## config.mk

```make
export PLATFORM = sky130hd
export DESIGN_NAME = sstic_horner_cell
export DESIGN_NICKNAME = d
export VERILOG_FILES = /design/src/rtl/sstic_pkg.sv /design/src/rtl/sstic_horner_cell.sv
export SDC_FILE = /design/constraint.sdc
export NUM_CORES = 2
export LEC_CHECK = 0
export ABC_AREA = 1
export BUFFER_PORTS_ARGS = -buffer_cell sky130_fd_sc_hd__clkbuf_2
export CORE_MARGIN = 10
export CORE_UTILIZATION = 60
export CTS_CLUSTER_SIZE = 14
export DETAILED_ROUTE_END_ITERATION = 8
export PLACE_DENSITY = 0.78
export SYNTH_ARGS = -nofsm -noshare
export SYNTH_HDL_FRONTEND = slang
export SYNTH_SLANG_ARGS = --single-unit
```

## constraint.sdc

```tcl
create_clock -name clk -period 18.3 [get_ports clk]
set_input_delay 0.915 -clock clk [delete_from_list [all_inputs] [get_ports clk]]
set_output_delay 0.915 -clock clk [all_outputs]
set_load 0.02 [all_outputs]
```

## src/rtl/sstic_pkg.sv

```systemverilog
// ----------------------------------------------------------------------------
// sstic_pkg
// Types, codes and constant tables for the scaled-Mach coefficient block.
// ----------------------------------------------------------------------------
package sstic_pkg;

  localparam int unsigned FRAC_BITS    = 16;
  localparam int unsigned TABLE_POINTS = 52;
  localparam int unsigned HORNER_STEPS = 6;
  localparam int unsigned HORNER_DIV [HORNER_STEPS] = '{156, 110, 72, 42, 20, 6};

  localparam logic [16:0] ANGLE_LIMIT = 17'd102943;
  localparam logic [18:0] X_CLAMP     = 19'd327680;

  localparam logic [1:0] STATUS_OK    = 2'd0;
  localparam logic [1:0] STATUS_NEG   = 2'd1;
  localparam logic [1:0] STATUS_RANGE = 2'd2;

  localparam logic [1:0] ARG_NONE  = 2'd0;
  localparam logic [1:0] ARG_MACH  = 2'd1;
  localparam logic [1:0] ARG_ANGLE = 2'd2;

  typedef struct packed {
    logic signed [31:0] mach;
    logic signed [19:0] angle;
  } in_t;

  typedef struct packed {
    logic [17:0] coefficient;
    logic [31:0] scaled_mach;
    logic [1:0]  status;
    logic [1:0]  bad_argument;
  } out_t;

  typedef struct packed {
    logic [30:0] mach;
    logic [30:0] t;
    logic [1:0]  status;
    logic [1:0]  bad_argument;
  } side_t;

  typedef struct packed {
    logic [31:0] scaled_mach;
    logic [1:0]  status;
    logic [1:0]  bad_argument;
  } meta_t;

  function automatic logic [12:0] bp_milli(input logic [5:0] idx);
    logic [12:0] r;
    case (idx)
      6'd0: r = 13'd0;       6'd1: r = 13'd50;      6'd2: r = 13'd100;
      6'd3: r = 13'd150;     6'd4: r = 13'd200;     6'd5: r = 13'd250;
      6'd6: r = 13'd300;     6'd7: r = 13'd325;     6'd8: r = 13'd350;
      6'd9: r = 13'd375;     6'd10: r = 13'd400;    6'd11: r = 13'd425;
      6'd12: r = 13'd450;    6'd13: r = 13'd475;    6'd14: r = 13'd500;
      6'd15: r = 13'd525;    6'd16: r = 13'd550;    6'd17: r = 13'd575;
      6'd18: r = 13'd600;    6'd19: r = 13'd625;    6'd20: r = 13'd650;
      6'd21: r = 13'd675;    6'd22: r = 13'd700;    6'd23: r = 13'd750;
      6'd24: r = 13'd800;    6'd25: r = 13'd850;    6'd26: r = 13'd900;
      6'd27: r = 13'd1000;   6'd28: r = 13'd1100;   6'd29: r = 13'd1200;
      6'd30: r = 13'd1400;   6'd31: r = 13'd1500;   6'd32: r = 13'd1600;
      6'd33: r = 13'd1700;   6'd34: r = 13'd1800;   6'd35: r = 13'd1900;
      6'd36: r = 13'd2000;   6'd37: r = 13'd2200;   6'd38: r = 13'd2400;
      6'd39: r = 13'd2600;   6'd40: r = 13'd2800;   6'd41: r = 13'd3000;
      6'd42: r = 13'd3200;   6'd43: r = 13'd3400;   6'd44: r = 13'd3600;
      6'd45: r = 13'd3800;   6'd46: r = 13'd4000;   6'd47: r = 13'd4200;
      6'd48: r = 13'd4400;   6'd49: r = 13'd4600;   6'd50: r = 13'd4800;
      6'd51: r = 13'd5000;
      default: r = 13'd0;
    endcase
    return r;
  endfunction

  function automatic logic [33:0] tab_val(input logic [5:0] idx);
    logic [33:0] r;
    case (idx)
      6'd0: r = 34'd4630980768;   6'd1: r = 34'd4677800375;
      6'd2: r = 34'd4752468799;   6'd3: r = 34'd4907471063;
      6'd4: r = 34'd5135048645;   6'd5: r = 34'd5443815045;
      6'd6: r = 34'd5930182839;   6'd7: r = 34'd6229398816;
      6'd8: r = 34'd6684082972;   6'd9: r = 34'd7353032292;
      6'd10: r = 34'd8227447287;  6'd11: r = 34'd9238335910;
      6'd12: r = 34'd10205221098; 6'd13: r = 34'd11044354118;
      6'd14: r = 34'd11668842695; 6'd15: r = 34'd12165998141;
      6'd16: r = 34'd12621934490; 6'd17: r = 34'd12956266708;
      6'd18: r = 34'd13207425375; 6'd19: r = 34'd13398701109;
      6'd20: r = 34'd13573063275; 6'd21: r = 34'd13709033596;
      6'd22: r = 34'd13810151545; 6'd23: r = 34'd13968540670;
      6'd24: r = 34'd14037035942; 6'd25: r = 34'd14037043230;
      6'd26: r = 34'd13982921821; 6'd27: r = 34'd13846037666;
      6'd28: r = 34'd13687419818; 6'd29: r = 34'd13528801970;
      6'd30: r = 34'd13241592698; 6'd31: r = 34'd13110420640;
      6'd32: r = 34'd13019658260; 6'd33: r = 34'd12922521728;
      6'd34: r = 34'd12848638193; 6'd35: r = 34'd12821298143;
      6'd36: r = 34'd12798944057; 6'd37: r = 34'd12762690842;
      6'd38: r = 34'd12750335937; 6'd39: r = 34'd12754210300;
      6'd40: r = 34'd12757510251; 6'd41: r = 34'd12755937458;
      6'd42: r = 34'd12752076052; 6'd43: r = 34'd12747228018;
      6'd44: r = 34'd12741876471; 6'd45: r = 34'd12736233243;
      6'd46: r = 34'd12730406014; 6'd47: r = 34'd12724455664;
      6'd48: r = 34'd12718419389; 6'd49: r = 34'd12712321282;
      6'd50: r = 34'd12706177664; 6'd51: r = 34'd12700000000;
      default: r = 34'd0;
    endcase
    return r;
  endfunction

endpackage

```

## src/rtl/sstic_horner_cell.sv

```systemverilog
// ----------------------------------------------------------------------------
// sstic_horner_cell
// One Horner step of the sine polynomial: p' = 1 - (t2*p)/K, two stages.
// ----------------------------------------------------------------------------
module sstic_horner_cell #(
  parameter int unsigned K = 6
) (
  input  logic               clk,
  input  logic               rst_n,
  input  logic               en,
  input  logic               valid_i,
  input  logic [31:0]        t2_i,
  input  logic [30:0]        p_i,
  input  sstic_pkg::side_t   side_i,
  output logic               valid_o,
  output logic [31:0]        t2_o,
  output logic [30:0]        p_o,
  output sstic_pkg::side_t   side_o
);

  localparam logic [39:0] RECIP = 40'(((64'd1 << 40) + 64'(K) - 64'd1) / 64'(K));

  logic             va_r;
  logic [31:0]      qa_r;
  logic [31:0]      t2a_r;
  sstic_pkg::side_t sidea_r;
  logic [62:0]      prod_a;
  logic [71:0]      prod_b;

  assign prod_a = 63'(t2_i) * 63'(p_i);
  assign prod_b = 72'(qa_r) * 72'(RECIP);

  always_ff @(posedge clk) begin
    if (!rst_n) begin
      va_r    <= 1'b0;
      valid_o <= 1'b0;
    end else if (en) begin
      va_r    <= valid_i;
      valid_o <= va_r;
    end
  end

  always_ff @(posedge clk) begin
    if (en) begin
      qa_r    <= prod_a[61:30];
      t2a_r   <= t2_i;
      sidea_r <= side_i;
      t2_o    <= t2a_r;
      side_o  <= sidea_r;
      p_o     <= 31'h4000_0000 - prod_b[70:40];
    end
  end

endmodule

```

; ---- Word-level counts from Yosys, hierarchy flattened
; Cells that the tools add are included.
[totals]
regBits = 261
output_inout_bits = 130
in_bits = 133
wordCells = 17
[op_classes]
n_addsub = 1
n_mul = 2
[ops]
columns = cell, n
row1 = $mul 32x38->70 const B, 1
row2 = $mul 32x31->62, 1
row3 = $sub 31x30->31 const A, 1

; ---- Depth between registers and ports, before layout
[logic_depth]
word_depth = 2
ltp_mapped = 36
ltp_nobuf = 36

; ---- Least setup slack after synthesis
; OpenSTA, ideal clock, no wires.
[synth_timing]
path_type = register to register
startpoint = register qa_r[19]
endpoint = register p_o[26], data pin
setup_time_ns = 0.252
stages_incl_launch_ff = 29
required_ns = 18.048
period_less_slack_ns = 7.157
slack_ns = 11.143
n_path_buf = 0
arrival_time_ns = 6.905
cell_sequence = edfxtp_1 ha_1 fa_1 fa_1 inv_1 fa_1 inv_1 fa_1 inv_1 fa_1 fa_1 fa_1 inv_1 ha_1 nand2_2 inv_1 a21oi_2 nand2_1 a21oi_1 nand4_1 nand2_1 ha_1 nand3_2 nor2_4 nand2_4 nor2_2 nand2_1 nand2_1 nand2_1
[synth_via]
elab_chain_len = 2
[synth_rtl]
columns = item, line_no
row1 = start: declaration, sstic_horner_cell.sv:24  ; logic [31:0] qa_r;
row2 = start signal: assignment, sstic_horner_cell.sv:45  ; qa_r <= prod_a[61:30];
row3 = $mul 32x38->70, sstic_horner_cell.sv:31  ; assign prod_b = 72'(qa_r) * 72'(RECIP);
row4 = $sub 31x30->31, sstic_horner_cell.sv:50  ; p_o <= 31'h4000_0000 - prod_b[70:40];
row5 = end signal: assignment, sstic_horner_cell.sv:50
row6 = end: declaration, sstic_horner_cell.sv:17  ; output logic [30:0] p_o,
; No other way between the ends.
; A chain may end at the register's enable or synchronous reset.

; ---- Worst setup path after layout
[layout_timing]
startpoint = register qa_r[17]
endpoint = register p_o[28], data pin
; The elaborated chain is that of the path after synthesis.

==> flow_metrics.env <==
export IMPL_outcome="finished clean"
export IMPL_drt_pre_antenna_iters=6
export IMPL_timing_final_crit_period_ns=8.32
export IMPL_track_usage_pct=30.8
export IMPL_cell_with_the_biggest_individual_delay_on_the_critical_path="sky130_fd_sc_hd__fa_1"
export IMPL_rows=112
export IMPL_clock_path_buffers=3
export IMPL_timing_slew_headroom_pct=27.5
export IMPL_timing_worst_slew_pin_value_ns=1.09
export IMPL_combined_area_of_all_synthesized_cells_um2=56300
export IMPL_first_global_vias=46977
export IMPL_grt_overflow=0
export IMPL_first_pass_grt_wire_length_um=256000
export IMPL_die_area_um2=106000
export IMPL_cts_root_buffer="sky130_fd_sc_hd__clkbuf_16"
export IMPL_synthesized_instance_count=6652
export IMPL_cp_data_arrival_time_ns=8.68
export IMPL_slew_violations=0
export IMPL_clock_insertion_delay_worst_skew_ns=0.66
export IMPL_cts_tree="yes"
export IMPL_chipWidth_um=326
export IMPL_die_h_um=326
export IMPL_initial_drt_markers=3096
export IMPL_cts_repair_timing_setup_buffer_count=0
export IMPL_worstSetupStartpointType="flop"
export IMPL_rsz0062_at_grt="no"
export IMPL_wl_um=162000
export IMPL_gp_routability_congestion=1.03
export IMPL_initial_cell_density_of_the_core_pct=60.4
export IMPL_tns_ns=0
export IMPL_hold_viol_final=0
export IMPL_grt_start_max_net_pins=126
export IMPL_final_antenna_net_count=0
export IMPL_grt_antenna_before_repair=2
export IMPL_io_buffers=262
export IMPL_report_final_setup_viol=0
export IMPL_max_cap_violations=0
export IMPL_synth_top_cells_by_area="sky130_fd_sc_hd__fa_1 40%, sky130_fd_sc_hd__edfxtp_1 14%, sky130_fd_sc_hd__inv_1 13%, sky130_fd_sc_hd__ha_1 12%, sky130_fd_sc_hd__nand2_1 12%"
export IMPL_detailroute_via_count=43409
export IMPL_total_clock_sinks=261
export IMPL_core_um2=93200
export IMPL_worst_path_max_fanout=6
export IMPL_sum_of_net_half_perimeters_after_detailed_placement_um=133000
export IMPL_drt_vias_per_instance=5.38
export IMPL_slowest_delay_ns=0.70
export IMPL_clk_transition_reported_paths_ns=0.06
export IMPL_synth_lib_cells_used_distinct=49
export IMPL_num_io_pins=263
export IMPL_post_route_drc_count=0
export IMPL_postCtsResizedCells=0
export IMPL_fmax_ghz=0.120
export IMPL_post_cts_hold_buffer_count=0
export IMPL_fin_skew_ns=0.0640
export IMPL_path_category_of_the_worst_min_delay_check="reg2reg"
export IMPL_hold_path_cell_count=0
export IMPL_post_synth_top_area_fraction_pct=39.8
export IMPL_worstSetupEndpointType="flop"
export IMPL_timing_reg2reg_worst_path_depth=29
export IMPL_dominantRegCellSynth="sky130_fd_sc_hd__edfxtp_1"
export IMPL_area_growth_synth_to_final_pct=6.07
export IMPL_post_synthesis_net_count=8447
export IMPL_cts_buffers=31
export IMPL_synthesis_area_per_instance_um2=8.46
export IMPL_synthesis_warnings=0
export IMPL_synth_seq_area_share_pct=13.9
export IMPL_wl_per_cell_um=20.2
export IMPL_critPathKind="reg2reg"
export IMPL_finalCritPeriodShare_pct=45.4
export IMPL_synth_ff_latch_count=261
export IMPL_yosys_area_top_type="sky130_fd_sc_hd__fa_1"
export IMPL_critical_path_top_cell_by_count="sky130_fd_sc_hd__nand2_1"
export IMPL_postSynth_asyncResetShare_pct=0
export IMPL_final_net_count=8578
export IMPL_final_layout_size_suffix_gt1_share_pct=6.60
export IMPL_htreeDepth=1
export IMPL_required_time_at_the_worst_slack_endpoint_ns=18.66
export IMPL_synth_edff_count=259
==> flip-flops by register name, indices dropped and copies added, names as in the netlist <==
register / count
va_r: 1
side_o: 66
sidea_r: 66
qa_r: 32
valid_o: 1
t2_o: 32
p_o: 31
t2a_r: 32
==> cells in the final DEF (no fill, tap or decap), types with 5 or more instances in the layout <==
cell type / instances
sky130_fd_sc_hd__inv_2: 22
sky130_fd_sc_hd__nor3_1: 22
sky130_fd_sc_hd__a31oi_1: 17
sky130_fd_sc_hd__nand2_2: 34
sky130_fd_sc_hd__clkbuf_2: 261
sky130_fd_sc_hd__a21o_1: 8
sky130_fd_sc_hd__inv_1: 1908
sky130_fd_sc_hd__fa_1: 1119
sky130_fd_sc_hd__ha_1: 543
sky130_fd_sc_hd__nor2_1: 250
sky130_fd_sc_hd__o21bai_1: 13
sky130_fd_sc_hd__nor2_4: 18
sky130_fd_sc_hd__nand4_1: 36
sky130_fd_sc_hd__clkinv_2: 8
sky130_fd_sc_hd__edfxtp_1: 259
sky130_fd_sc_hd__nand2_1: 1743
sky130_fd_sc_hd__xnor2_1: 20
sky130_fd_sc_hd__clkbuf_16: 31
sky130_fd_sc_hd__nor3_2: 5
sky130_fd_sc_hd__buf_4: 25
sky130_fd_sc_hd__nand3_1: 98
sky130_fd_sc_hd__o21ai_0: 80
sky130_fd_sc_hd__nor2_2: 18
sky130_fd_sc_hd__o21a_1: 8
sky130_fd_sc_hd__xor2_1: 36
sky130_fd_sc_hd__a21oi_1: 153
==> per-layer routing <==
metal  global-route usage [%]  wire [um]  vias up
met5                        0          0        -
met3                     5.13      12500      523
met4                     15.7      10100        0
li1                         -          -    19575
met2                     55.9      83200     1955
met1                     34.7      56800    21356
==> path summary, 6_finish.rpt <==
kind	start	end	slack, ns
worst max-delay path	qa_r[17]	p_o[28]	9.98
worst min-delay path	t2a_r[31]	t2_o[31]	0.37
worst max register to register	qa_r[17]	p_o[28]	9.98
worst min register to register	t2a_r[31]	t2_o[31]	0.37
==> final cells by class <==
cell class                 instances  area [um^2]
tap                             1254         1570
clock buffer                      35          791
inverter                        1930         7240
antenna                            2         5.00
sequential                       261         7820
timing repair buffer             287         1510
clock inverter                    21          248
fill                            7944        33500
multi-input combinational       4272        40500
==> worst max-delay path, delay by kind of cell, from the launching register on <==
family	cells	cell delay, ns
adder cells (fa/ha/maj)	9	4.56
AO/OA/AOI/OAI	3	1.14
buffers and inverters	4	0.45
flip-flops	1	0.48
AND/OR/NAND/NOR	13	1.39
==> metrics by stage <==
step	std cells	instance area, um^2	hold slack [ns]	util, %	worst slack (ns)
CTS	8060	59700	0.388	64.0	10.05
detailed placement	8004	58600	0.405	62.9	9.73
global route	8062	59700	0.396	64.0	9.68
floorplan	6652	56300	0.400	-	11.14
finish	8062	59700	0.370	64.0	9.98
global placement	8004	58600	0.400	62.9	9.78
==> cells in the mapped netlist (all sizes together) (8+ instances only) <==
| library cell | count |
|---|---|
| xnor2 | 20 |
| fa | 1119 |
| a21o | 8 |
| clkbuf | 187 |
| nor2 | 287 |
| ha | 543 |
| nand3 | 102 |
| a21oi | 154 |
| o21bai | 13 |
| o21ai | 83 |
| nand4 | 36 |
| o21a | 8 |
| inv | 1930 |
| xor2 | 36 |
| a31oi | 17 |
| edfxtp | 259 |
| nor3 | 27 |
| nand2 | 1778 |
==> logic make-up (layout without fill, tap and decap cells) <==
logic type                 after synthesis  in the layout  synth area share (%)
xor gates and xnor gates                56             56                 0.872
AOI/OAI and AO/OA                      304            304                  2.99
adders and majority gates             1662           1662                  51.9
and+or+nand+nor                       2250           2250                  16.2
other                                    0              2                     0
buffers and inverters                 2119           2273                  14.1
DFF                                    261            261                  13.9
Power is not shown: default switching activity piles up to over one toggle a cycle in this logic, so the estimate is an artifact.
